### src/mtp_pkg.sv
// Shared widths, constants and request codes for the MT19937 generator.
package mtp_pkg;

  localparam int WORD_W            = 32;
  localparam int DEF_STATE_WORDS   = 624;
  localparam int DEF_MIDDLE_OFFSET = 397;

  localparam logic [WORD_W-1:0] SEED_MULT    = 32'd1812433253;
  localparam logic [WORD_W-1:0] DEFAULT_SEED = 32'd5489;
  localparam logic [WORD_W-1:0] TWIST_MATRIX = 32'h9908_B0DF;
  localparam logic [WORD_W-1:0] UPPER_MASK   = 32'h8000_0000;
  localparam logic [WORD_W-1:0] LOWER_MASK   = 32'h7FFF_FFFF;
  localparam logic [WORD_W-1:0] TEMPER_MASK_B = 32'h9D2C_5680;
  localparam logic [WORD_W-1:0] TEMPER_MASK_C = 32'hEFC6_0000;

  // request codes carried in the operation field
  localparam logic OP_NEXT = 1'b0;
  localparam logic OP_SEED = 1'b1;

endpackage

### src/mtp_twist.sv
// Twist of one state word and tempering of the twisted word.
module mtp_twist import mtp_pkg::*; (
  input  logic [WORD_W-1:0] cur_word,
  input  logic [WORD_W-1:0] nxt_word,
  input  logic [WORD_W-1:0] far_word,
  output logic [WORD_W-1:0] new_word,
  output logic [WORD_W-1:0] tempered_word
);

  logic [WORD_W-1:0] combo;
  logic [WORD_W-1:0] mag;
  logic [WORD_W-1:0] y1;
  logic [WORD_W-1:0] y2;
  logic [WORD_W-1:0] y3;

  // merge upper bit of the current word with lower bits of the next one
  assign combo    = (cur_word & UPPER_MASK) | (nxt_word & LOWER_MASK);
  assign mag      = nxt_word[0] ? TWIST_MATRIX : '0;
  assign new_word = far_word ^ (combo >> 1) ^ mag;

  // temper the fresh word
  assign y1            = new_word ^ (new_word >> 11);
  assign y2            = y1 ^ ((y1 << 7) & TEMPER_MASK_B);
  assign y3            = y2 ^ ((y2 << 15) & TEMPER_MASK_C);
  assign tempered_word = y3 ^ (y3 >> 18);

endmodule

### config.mk
export PLATFORM = sky130hd
export DESIGN_NAME = mtp_twist
export DESIGN_NICKNAME = d
export VERILOG_FILES = /design/src/mtp_pkg.sv /design/src/mtp_twist.sv
export SDC_FILE = /design/constraint.sdc
export NUM_CORES = 1
export LEC_CHECK = 0
export ABC_AREA = 1
export BUFFER_PORTS_ARGS = -buffer_cell sky130_fd_sc_hd__clkbuf_2
export CAP_MARGIN = 30
export CELL_PAD_IN_SITES_DETAIL_PLACEMENT = 0
export CELL_PAD_IN_SITES_GLOBAL_PLACEMENT = 1
export CORE_ASPECT_RATIO = 2
export CORE_MARGIN = 2
export CORE_UTILIZATION = 22
export DETAILED_ROUTE_END_ITERATION = 12
export PLACE_DENSITY = 0.88
export SYNTH_ARGS = -nofsm -noshare
export SYNTH_HDL_FRONTEND = slang
export SYNTH_SLANG_ARGS = --single-unit
### constraint.sdc
create_clock -name vclk -period 1.5
set_clock_uncertainty 0.05 [all_clocks]
set_input_delay 0.3 -clock vclk [all_inputs]
set_output_delay 0.3 -clock vclk [all_outputs]
set_load 0.01 [all_outputs]
After elaboration in Yosys (flattened, before gate mapping)
Cells that the tools add are included.
{"block": "classes", "n_bitwise": 7, "muxes": 1}
{"op": "$xor A32 B32 Y32", "n": 3}
{"op": "$mux W32", "n": 1}
{"op": "$or A32 B31 Y32", "n": 1}
{"op": "$xor A32 B14 Y32", "n": 1}
{"op": "$xor A32 B21 Y32", "n": 1}
{"op": "$xor A32 B31 Y32", "n": 1}
{"block": "totals", "regBits": 0, "wordCells": 8, "input_bits": 96, "out_inout_bits": 64}

Depth between registers and ports, before layout
Gate-level depths: netlist of the first run.
{"block": "depth", "word_depth": 7, "mapped_depth": 12, "depth_no_buf": 12}

Least setup slack after synthesis of the first run
No wires, ideal clock.
{"block": "synth_path", "kind": "in2out", "from": "input nxt_word[25]", "to": "output tempered_word[6]", "path_stages": 10, "path_buffers": 0, "required_time_ns": 1.150, "arrival_ns": 1.318, "path_slack_ns": -0.168, "path_cell_list": "or2_2 > nand2_1 > nand2_1 > nand2_1 > nand3_1 > nand2_1 > nand2_1 > nand2_1 > nand2_1 > nand2_1"}
{"block": "synth_between", "elab_chain_cells": 7}
{"element": "from (decl)", "line": "mtp_twist.sv:4", "rtl": "input logic [WORD_W-1:0] nxt_word,"}
{"element": "$or A32 B31 Y32", "line": "mtp_twist.sv:17", "rtl": "assign combo = (cur_word & UPPER_MASK) | (nxt_word & LOWER_MASK);"}
{"element": "$xor A32 B31 Y32", "line": "mtp_twist.sv:19", "rtl": "assign new_word = far_word ^ (combo >> 1) ^ mag;"}
{"element": "$xor A32 B32 Y32", "line": "mtp_twist.sv:19"}
{"element": "named net new_word[24]", "line": "mtp_twist.sv:6", "rtl": "output logic [WORD_W-1:0] new_word,"}
{"element": "$xor A32 B21 Y32", "line": "mtp_twist.sv:22", "rtl": "assign y1 = new_word ^ (new_word >> 11);"}
{"element": "$xor A32 B32 Y32", "line": "mtp_twist.sv:23", "rtl": "assign y2 = y1 ^ ((y1 << 7) & TEMPER_MASK_B);"}
{"element": "$xor A32 B32 Y32", "line": "mtp_twist.sv:24", "rtl": "assign y3 = y2 ^ ((y2 << 15) & TEMPER_MASK_C);"}
{"element": "$xor A32 B14 Y32", "line": "mtp_twist.sv:25", "rtl": "assign tempered_word = y3 ^ (y3 >> 18);"}
{"element": "to (decl)", "line": "mtp_twist.sv:7", "rtl": "output logic [WORD_W-1:0] tempered_word"}
The timed path passes the listed nets, and every way through them passes these cells.

Worst setup path in the final report of the first run
{"block": "layout_path", "from": "input far_word[11]", "to": "output tempered_word[0]"}
{"block": "layout_between", "elab_chain_cells": 6}
{"element": "from (decl)", "line": "mtp_twist.sv:5", "rtl": "input logic [WORD_W-1:0] far_word,"}
{"element": "$xor A32 B31 Y32", "line": "mtp_twist.sv:19"}
{"element": "$xor A32 B32 Y32", "line": "mtp_twist.sv:19"}
{"element": "$xor A32 B21 Y32", "line": "mtp_twist.sv:22"}
{"element": "$xor A32 B32 Y32", "line": "mtp_twist.sv:23"}
{"element": "$xor A32 B32 Y32", "line": "mtp_twist.sv:24"}
{"element": "$xor A32 B14 Y32", "line": "mtp_twist.sv:25"}
No other way between the ends.

==> impl_metrics.yaml, run 1 <==
pwr:
  powerDensity_nw_per_um2: 617.2
  pwr-share-comb_pct: 100.0
  seqPwrFrac_pct: 0
  intPower_w: 0.001464
  power_switching_w: 0.001574
  total_power_w: 0.003038
  swShare_pct: 51.81
  vdd_drop_max_uv: 268.9
  pwr-share-clk_pct: 0
  power.leakage_nw: 2.716
cells_and_area:
  area_growth_syn_to_layout_pct: 148.7
  nNetsFinal: 687
  nClkBuffers: 0
  seq_cell_count: 0
  final_util_pct: 55.37
  design_area_um2: 4922
  seqCellArea_um2: 0
  drive_gt1_share_pct: 75.38
  insertedDiodeCount: 0
setup_path:
  cp-start-kind: "primary input"
  cp-end-kind: "primary output"
  cp-startpoint: "far_word[11]"
  crit_arrival_ns: 1.54
  max_stage_delay_ns: 0.18
  cpMostUsedCell: "nand2_2"
  cp_cell_sequence: "clkbuf_16 > xnor2_4 > nand2_2 > nand2_4 > inv_4 > nand2_4 > nand3b_1 > nand2_2 > nand2_2 > nand2_2 > buf_6"
  worstSetupPathType: "primary input to primary output"
  slowest_stage: "xnor2_4"
  cp-endpoint: "tempered_word[0]"
  crit_required_ns: 1.15
  critPathMaxFanout: 4
logic_synthesis:
  netlist_top_cells_count: "nand2_1, nand3_1, inv_1, xor2_1, xnor2_1"
  yosys.area_share.simple_pct: 59.80
  synthMuxAreaShare_pct: 0
  ys_warn_count: 0
  synthAdderAreaFrac_pct: 0
  synth_top_family_by_area: "simple AND/OR/NAND/NOR gates"
  yosysSeqAreaShare_pct: 0
  ys_types: 21
  syn_area_per_cell_um2: 5.408
  synth.most_common_cell: "nand2_1"
  synth_top_area_cell: "nand2_1"
  synth_area_leaders: "nand2_1, nand3_1, xor2_1, inv_1, xor2_2"
  syn_inst: 366
  syn_nets: 462
  synth_xor_area_share_pct: 28.19
  synth_top_area_share_pct: 34.70
  netlist_area_um2: 1979
  synth-compound-area-share_pct: 0
sta:
  worst_pin_slew_ns: 0.4065
  slew_violations: 0
  fin_crit_sh_pct: 125.9
  slew-limit-headroom_pct: 72.81
  grt_setup_unrepaired: "yes"
  setup_violations: 38
  period_needed_ns: 1.888
  tns_ns: -9.281
  fin_ws_ns: -0.3881
  max_freq_ghz: 0.5296
  hold_violations: 0
global_route:
  antenna_found_initial: 0
  grt_usage_pct: 16.59
  met2_usage_pct: 36.25
  use_met3_pct: 0.8746
  grt_pass1_vias: 3096
  gr-total-overflow: 0
  grt_pass1_wl_mm: 13.67
  busiest_layer: "met2"
  use_met1_pct: 15.39
  grt_max_degree: 8
run_status:
  outcome: "finished, violations left"
  violations: "negative setup slack"
detailed_routing:
  vias_per_cell: 4.628
  drc: 0
  dr.pass1.iters: 4
  vias: 3198
  drtIter0Drc: 64
  routed_wl_mm: 9.406
  wire_per_inst_um: 13.61
  ant_nets: 0
floorplanning:
  io-pin-count: 160
  num_rows: 49
  dieArea_um2: 9818
  die_y_um: 138.1
  coreArea_um2: 8890
  initial_core_util_pct: 22.27
  die_x_um: 71.07
flow_run:
  max_cap_violations: 0
placed_design:
  post_dp_cell_area_um2: 3431
  io_buffers: 128
  dpl.hpwl_mm: 6.566
  place_ws_ns: -0.4227
  gp_congestion: 0.8386
hold_path:
  hp-class: "primary input to primary output"
cts:
  cts_hold_buffers: 0
[worst min path at each step]
| stage | slack [ns] | depth (start not counted) | from | to |
|---|---|---|---|---|
| after floorplan | 0.61 | 1 | far_word[22] | new_word[22] |
| after global placement | 0.85 | 3 | far_word[8] | new_word[8] |
| after detailed placement | 0.86 | 3 | far_word[8] | new_word[8] |
| after CTS | 0.87 | 3 | far_word[8] | new_word[8] |
| after global routing | 0.91 | 3 | far_word[26] | new_word[26] |
| final | 0.89 | 3 | far_word[26] | new_word[26] |
[layer usage]
| layer | vias to the layer above | routed length (µm) |
|---|---|---|
| met5 | - | 0 |
| li1 | 1553 | - |
| met3 | 25 | 316 |
| met4 | 0 | 284 |
| met1 | 1511 | 2780 |
| met2 | 109 | 6024 |
[kinds of logic (layout without fill, tap and decap cells)]
family        count (synthesis)  in the layout
xor+xnor                     50             50
buf+inv                      53            276
simple gates                263            263
[cell type report]
class | instances | area [µm²]
inverters | 50 | 212.7
well taps | 102 | 127.6
fillers | 752 | 3968
repair buffers | 225 | 1784
repair inverters | 1 | 16.27
multi-input cells | 313 | 2781
[critical path: cells and delay by family]
| family | cells | cell delay, ns |
|---|---|---|
| xor+xnor | 1 | 0.18 |
| buf+inv | 3 | 0.30 |
| simple gates | 7 | 0.76 |
[power groups by stage]
stage,combinational (W),sequential [W],clock (W)
2_1_floorplan,0.00116,0,0
3_3_place_gp,0.00205,0,0
3_5_place_dp,0.00207,0,0
4_1_cts,0.00253,0,0
5_1_grt,0.00324,0,0
6_report,0.00304,0,0
[metrics by stage]
stage | cells | hold WS (ns)
after floorplan | 366 | 0.6133
after global placement | 657 | 0.8518
after detailed placement | 657 | 0.8587
after CTS | 679 | 0.8730
after global routing | 691 | 0.9117
final | 691 | 0.8902
[placed cells by master, fill, tap and decap left out, drive strengths merged]
master	count
xor2	33
nand2	197
bufbuf	1
nand3b	2
nand3	57
nor2	6
xnor2	17
clkinv	1
clkbuf	88
or2	1
buf	136
inv	50
[repair_timing]
item	4_1_cts	5_1_grt
endpoints found under the hold margin	0	0
pin swaps	68	66
cloned	2	0
gates resized for setup	137	168
setup endpoints to repair	37	42
buffers inserted	20	16
(Power assumes the default switching activity.)
==> run 2: changes to the inputs <==
GPL_ROUTABILITY_DRIVEN = 0   (was unset)
PLACE_DENSITY = 0.75   (was 0.88)
==> run 2 against run 1 <==
  * The run still ends with negative setup slack left
  * Wire length down 12%
  * Core utilization decreased by 3.4 points
  * Setup slack improved by 0.053 ns
  * Critical path depth up 1
  * Fmax grew 2.9%
  * Critical path type unchanged
  * Count of clock-buffer cells in the layout stayed put
  * Combinational power is 8.6% lower
  * Final area is 6.2% lower
  * Die area is the same
  * Worst hold slack gained 0.0028 ns
  * First-iteration DRC count fell by 27%
  * Non-clock buffer count up 3
==> impl_metrics.yaml, run 2 (synthesis gave the netlist of run 1 again) <==
floorplanning:
  die_x_um: 71.07
  coreArea_um2: 8890
  dieArea_um2: 9818
  num_rows: 49
  die_y_um: 138.1
  io-pin-count: 160
  initial_core_util_pct: 22.27
global_route:
  grt_pass1_vias: 2990
  grt_usage_pct: 15.25
  gr-total-overflow: 0
  antenna_found_initial: 0
  grt_max_degree: 8
  grt_pass1_wl_mm: 12.74
setup_path:
  worstSetupPathType: "primary input to primary output"
  cp-start-kind: "primary input"
  cp-end-kind: "primary output"
  max_stage_delay_ns: 0.14
  slowest_stage: "buf_12"
  crit_arrival_ns: 1.49
  crit_required_ns: 1.15
  cp_cell_sequence: "buf_8 > buf_12 > buf_8 > nand2_2 > nand3_4 > nand2_4 > nand2_4 > nand2_4 > nand2_2 > nand3_2 > nand2_2 > buf_6"
  critPathMaxFanout: 7
detailed_routing:
  drc: 0
  drtIter0Drc: 47
  ant_nets: 0
  vias: 3075
  vias_per_cell: 4.431
  dr.pass1.iters: 4
  wire_per_inst_um: 11.91
  routed_wl_mm: 8.265
run_status:
  violations: "negative setup slack"
  outcome: "finished, violations left"
cells_and_area:
  nClkBuffers: 0
  area_growth_syn_to_layout_pct: 133.2
  design_area_um2: 4616
  final_common_cell: "buf_4"
  drive_gt1_share_pct: 73.48
  nNetsFinal: 690
  final_cell_mix: "buf_4, nand2_1, nand2_2"
  seq_cell_count: 0
  seqCellArea_um2: 0
  insertedDiodeCount: 0
  n_fill_cell: 866
  multiInputGateArea_um2: 2606
sta:
  max_freq_ghz: 0.5449
  setup_violations: 38
  whs_ns: 0.8931
  slew-limit-headroom_pct: 81.48
  grt_setup_unrepaired: "yes"
  slew_violations: 0
  fin_ws_ns: -0.3352
  period_needed_ns: 1.835
  fin_crit_sh_pct: 122.3
  hold_violations: 0
  worst_pin_slew_ns: 0.2758
placed_design:
  dpl.hpwl_mm: 6.406
  io_buffers: 128
  post_dp_cell_area_um2: 3436
pwr:
  powerDensity_nw_per_um2: 603.1
  total_power_w: 0.002784
  power.leakage_nw: 2.569
  vdd_drop_max_uv: 255.2
flow_run:
  max_cap_violations: 0
hold_path:
  hp-class: "primary input to primary output"
[run 2: area by class of cell]
class	instances	area share (%)
Timing Repair inverter	1	0.1898
Tap cell	102	2.765
Inverter	50	4.554
Multi-Input combinational cell	313	56.47
Timing Repair Buffer	228	36.03
[run 2: routing by layer]
metal / vias up / share of wire (%) / GRT usage, %
met2: 72 / 65 / 34.04
met1: 1435 / 29 / 14.24
li1: 1555 / - / -
met3: 13 / 2.9 / 0.5102
met4: 0 / 2.6 / 2.483
met5: - / 0 / 0
[run 2: power by group]
part           switching [W]  internal (W)  leakage (nW)
logic                0.00144       0.00135          2.57
registers                  0             0             0
clock network              0             0             0
total                0.00144       0.00135          2.57
[run 2: critical path: cells and delay by family]
family / cells / cell delay [ns]
buffers and inverters: 4 / 0.49
and+or+nand+nor: 8 / 0.68
[run 2: worst paths after layout]
check,end,startpoint,cells past startpoint,slack [ns]
hold / removal,new_word[26],far_word[26],3,0.89
setup / recovery,tempered_word[11],nxt_word[0],12,-0.34
[run 2: timing repair]
action                     CTS  global route
setup endpoints to repair   39            41
gates cloned                 2             0
hold endpoints to repair     0             0
resized for setup           69           196
pin swaps                   32            75
hold buffers                 0             0
buffers inserted            10            24
[run 2: metrics by stage]
step | setup WS, ns | util [%] | TNS (ns) | instances
floorplan | -0.08805 | - | -0.6428 | 366
global placement | -0.4052 | 38.65 | -9.727 | 661
detailed placement | -0.4376 | 38.65 | -10.20 | 661
CTS | -0.3683 | 43.05 | -8.968 | 672
global route | -0.4183 | 51.92 | -10.30 | 694
finish | -0.3352 | 51.92 | -7.818 | 694
==> run 3: changes to the inputs <==
--- a/config.mk
+++ b/config.mk
@@ -7,4 +7,5 @@
 export LEC_CHECK = 0
 export ABC_AREA = 1
+export ABC_CLOCK_PERIOD_IN_PS = 1500
 export BUFFER_PORTS_ARGS = -buffer_cell sky130_fd_sc_hd__clkbuf_2
 export CAP_MARGIN = 30
==> constraint.sdc (replaced) <==
create_clock -name vclk -period 1.5
set_clock_uncertainty 0.05 [all_clocks]
set_input_delay 0.3 -clock vclk [all_inputs]
set_output_delay 0.3 -clock vclk [all_outputs]
set_load 0.02 [all_outputs]
==> run 3 against run 2 <==
  * Global-route usage is 0.96 points higher
  * Setup slack worse by 0.017 ns
  * Via count is 2.0% higher
  * Die area stayed put
  * The flow still finishes with violations (negative setup slack)
  * Wire length is 8.1% higher
  * Core utilization is 10 points higher
  * Cell count is 1.3% lower
  * Highest routed layer unchanged
==> impl_metrics.yaml, run 3 (synthesis gave the netlist of run 1 again) <==
run_status:
  outcome: "finished, violations left"
  violations: "negative setup slack"
sta:
  worst_pin_slew_ns: 0.3085
  hold_violations: 0
  slew_violations: 0
  fin_ws_ns: -0.3518
  grt_setup_unrepaired: "yes"
  fin_crit_sh_pct: 123.5
  slew-limit-headroom_pct: 79.36
  max_freq_ghz: 0.5400
  period_needed_ns: 1.852
  setup_violations: 32
detailed_routing:
  dr.pass1.iters: 4
  dr.max_layer_used: "met4"
  vias_per_cell: 4.578
  wire_per_inst_um: 13.05
  routed_wl_mm: 8.936
  drc: 0
  wl_met3_um: 283
  ant_nets: 0
  drt-met1-wl_mm: 2.554
  vias: 3136
  drtIter0Drc: 64
  met2_wirelength_mm: 5.831
pwr:
  vdd_drop_max_uv: 413.9
  power.leakage_nw: 2.883
  powerDensity_nw_per_um2: 703.0
global_route:
  grt_pass1_vias: 3136
  grt_usage_pct: 16.21
  antenna_found_initial: 0
  grt_pass1_wl_mm: 13.52
  gr-total-overflow: 0
  grt_max_degree: 9
placed_design:
  io_buffers: 128
  place_inst: 659
  post_dp_cell_area_um2: 3701
  dpl.hpwl_mm: 6.369
cells_and_area:
  seqCellArea_um2: 0
  n_fill_cell: 732
  final_common_cell: "nand2_4"
  multiInputGateArea_um2: 3107
  nNetsFinal: 681
  drive_gt1_share_pct: 81.82
  design_area_um2: 5549
  insertedDiodeCount: 0
  seq_cell_count: 0
  final_cell_mix: "nand2_4, clkbuf_2, nand2_2"
  area_growth_syn_to_layout_pct: 180.3
  final_cell_count_no_fill: 685
  final_util_pct: 62.42
  nClkBuffers: 0
cts:
  cts_hold_buffers: 0
setup_path:
  crit_required_ns: 1.15
  crit_arrival_ns: 1.50
  cp-start-kind: "primary input"
  worstSetupPathType: "primary input to primary output"
  cp-end-kind: "primary output"
  critPathMaxFanout: 4
floorplanning:
  dieArea_um2: 9818
  die_y_um: 138.1
  die_x_um: 71.07
  num_rows: 49
  coreArea_um2: 8890
  io-pin-count: 160
  initial_core_util_pct: 22.27
flow_run:
  max_cap_violations: 0
hold_path:
  hp-class: "primary input to primary output"
[run 3: worst paths after layout]
| path | cells past startpoint | startpoint | end |
|---|---|---|---|
| max | 13 | far_word[11] | tempered_word[4] |
| min | 3 | far_word[5] | new_word[5] |
[run 3: per-stage QoR]
stage	power [W]	hold WS, ns	setup slack (ns)	setup TNS, ns
3_5_place_dp	0.002511	0.8890	-0.5516	-14.21
4_1_cts	0.003339	0.8888	-0.3779	-7.664
5_1_grt	0.004137	0.9060	-0.4289	-9.841
6_report	0.003901	0.8900	-0.3518	-7.796
2_1_floorplan	0.001588	0.6264	-0.1901	-1.956
3_3_place_gp	0.002486	0.8827	-0.5008	-12.95
[run 3: critical path, cell delays in order]
cell and delay (ns):
clkbuf_16 0.14, nand2_4 0.06, inv_4 0.04, nor2_4 0.15, buf_12 0.13, nand3_2 0.07, nand2_2 0.11, nand2_4 0.07
nand2_4 0.10, nand2_2 0.06, nand3_2 0.07, nand2_2 0.07, buf_8 0.12
[run 3: cell type report]
class	count	share of cell area (%)
Inverter	50	3.923
Multi-Input combinational cell	313	55.99
Timing Repair Buffer	219	37.63
Tap cell	102	2.300
Timing Repair inverter	1	0.1578
[run 3: power breakdown]
group	switching [W]	internal (W)	leakage, nW	total (W)
clock	0	0	0	0
combinational	0.00200	0.00190	2.88	0.00390
sequential	0	0	0	0
total	0.00200	0.00190	2.88	0.00390
[run 3: routing by layer]
metal	track usage (%)	vias to the layer above
li1	-	1541
met1	14.75	1483
met2	35.66	92
met3	0.8017	20
met4	4.171	0
met5	0	-
[run 3: repair_timing]
item                                   in CTS  in global routing
setup endpoints to repair                  42                 42
resized for setup                         231                182
pin swaps                                  68                101
buffers inserted                           17                 18
endpoints found under the hold margin       0                  0
cloned                                      1                  0
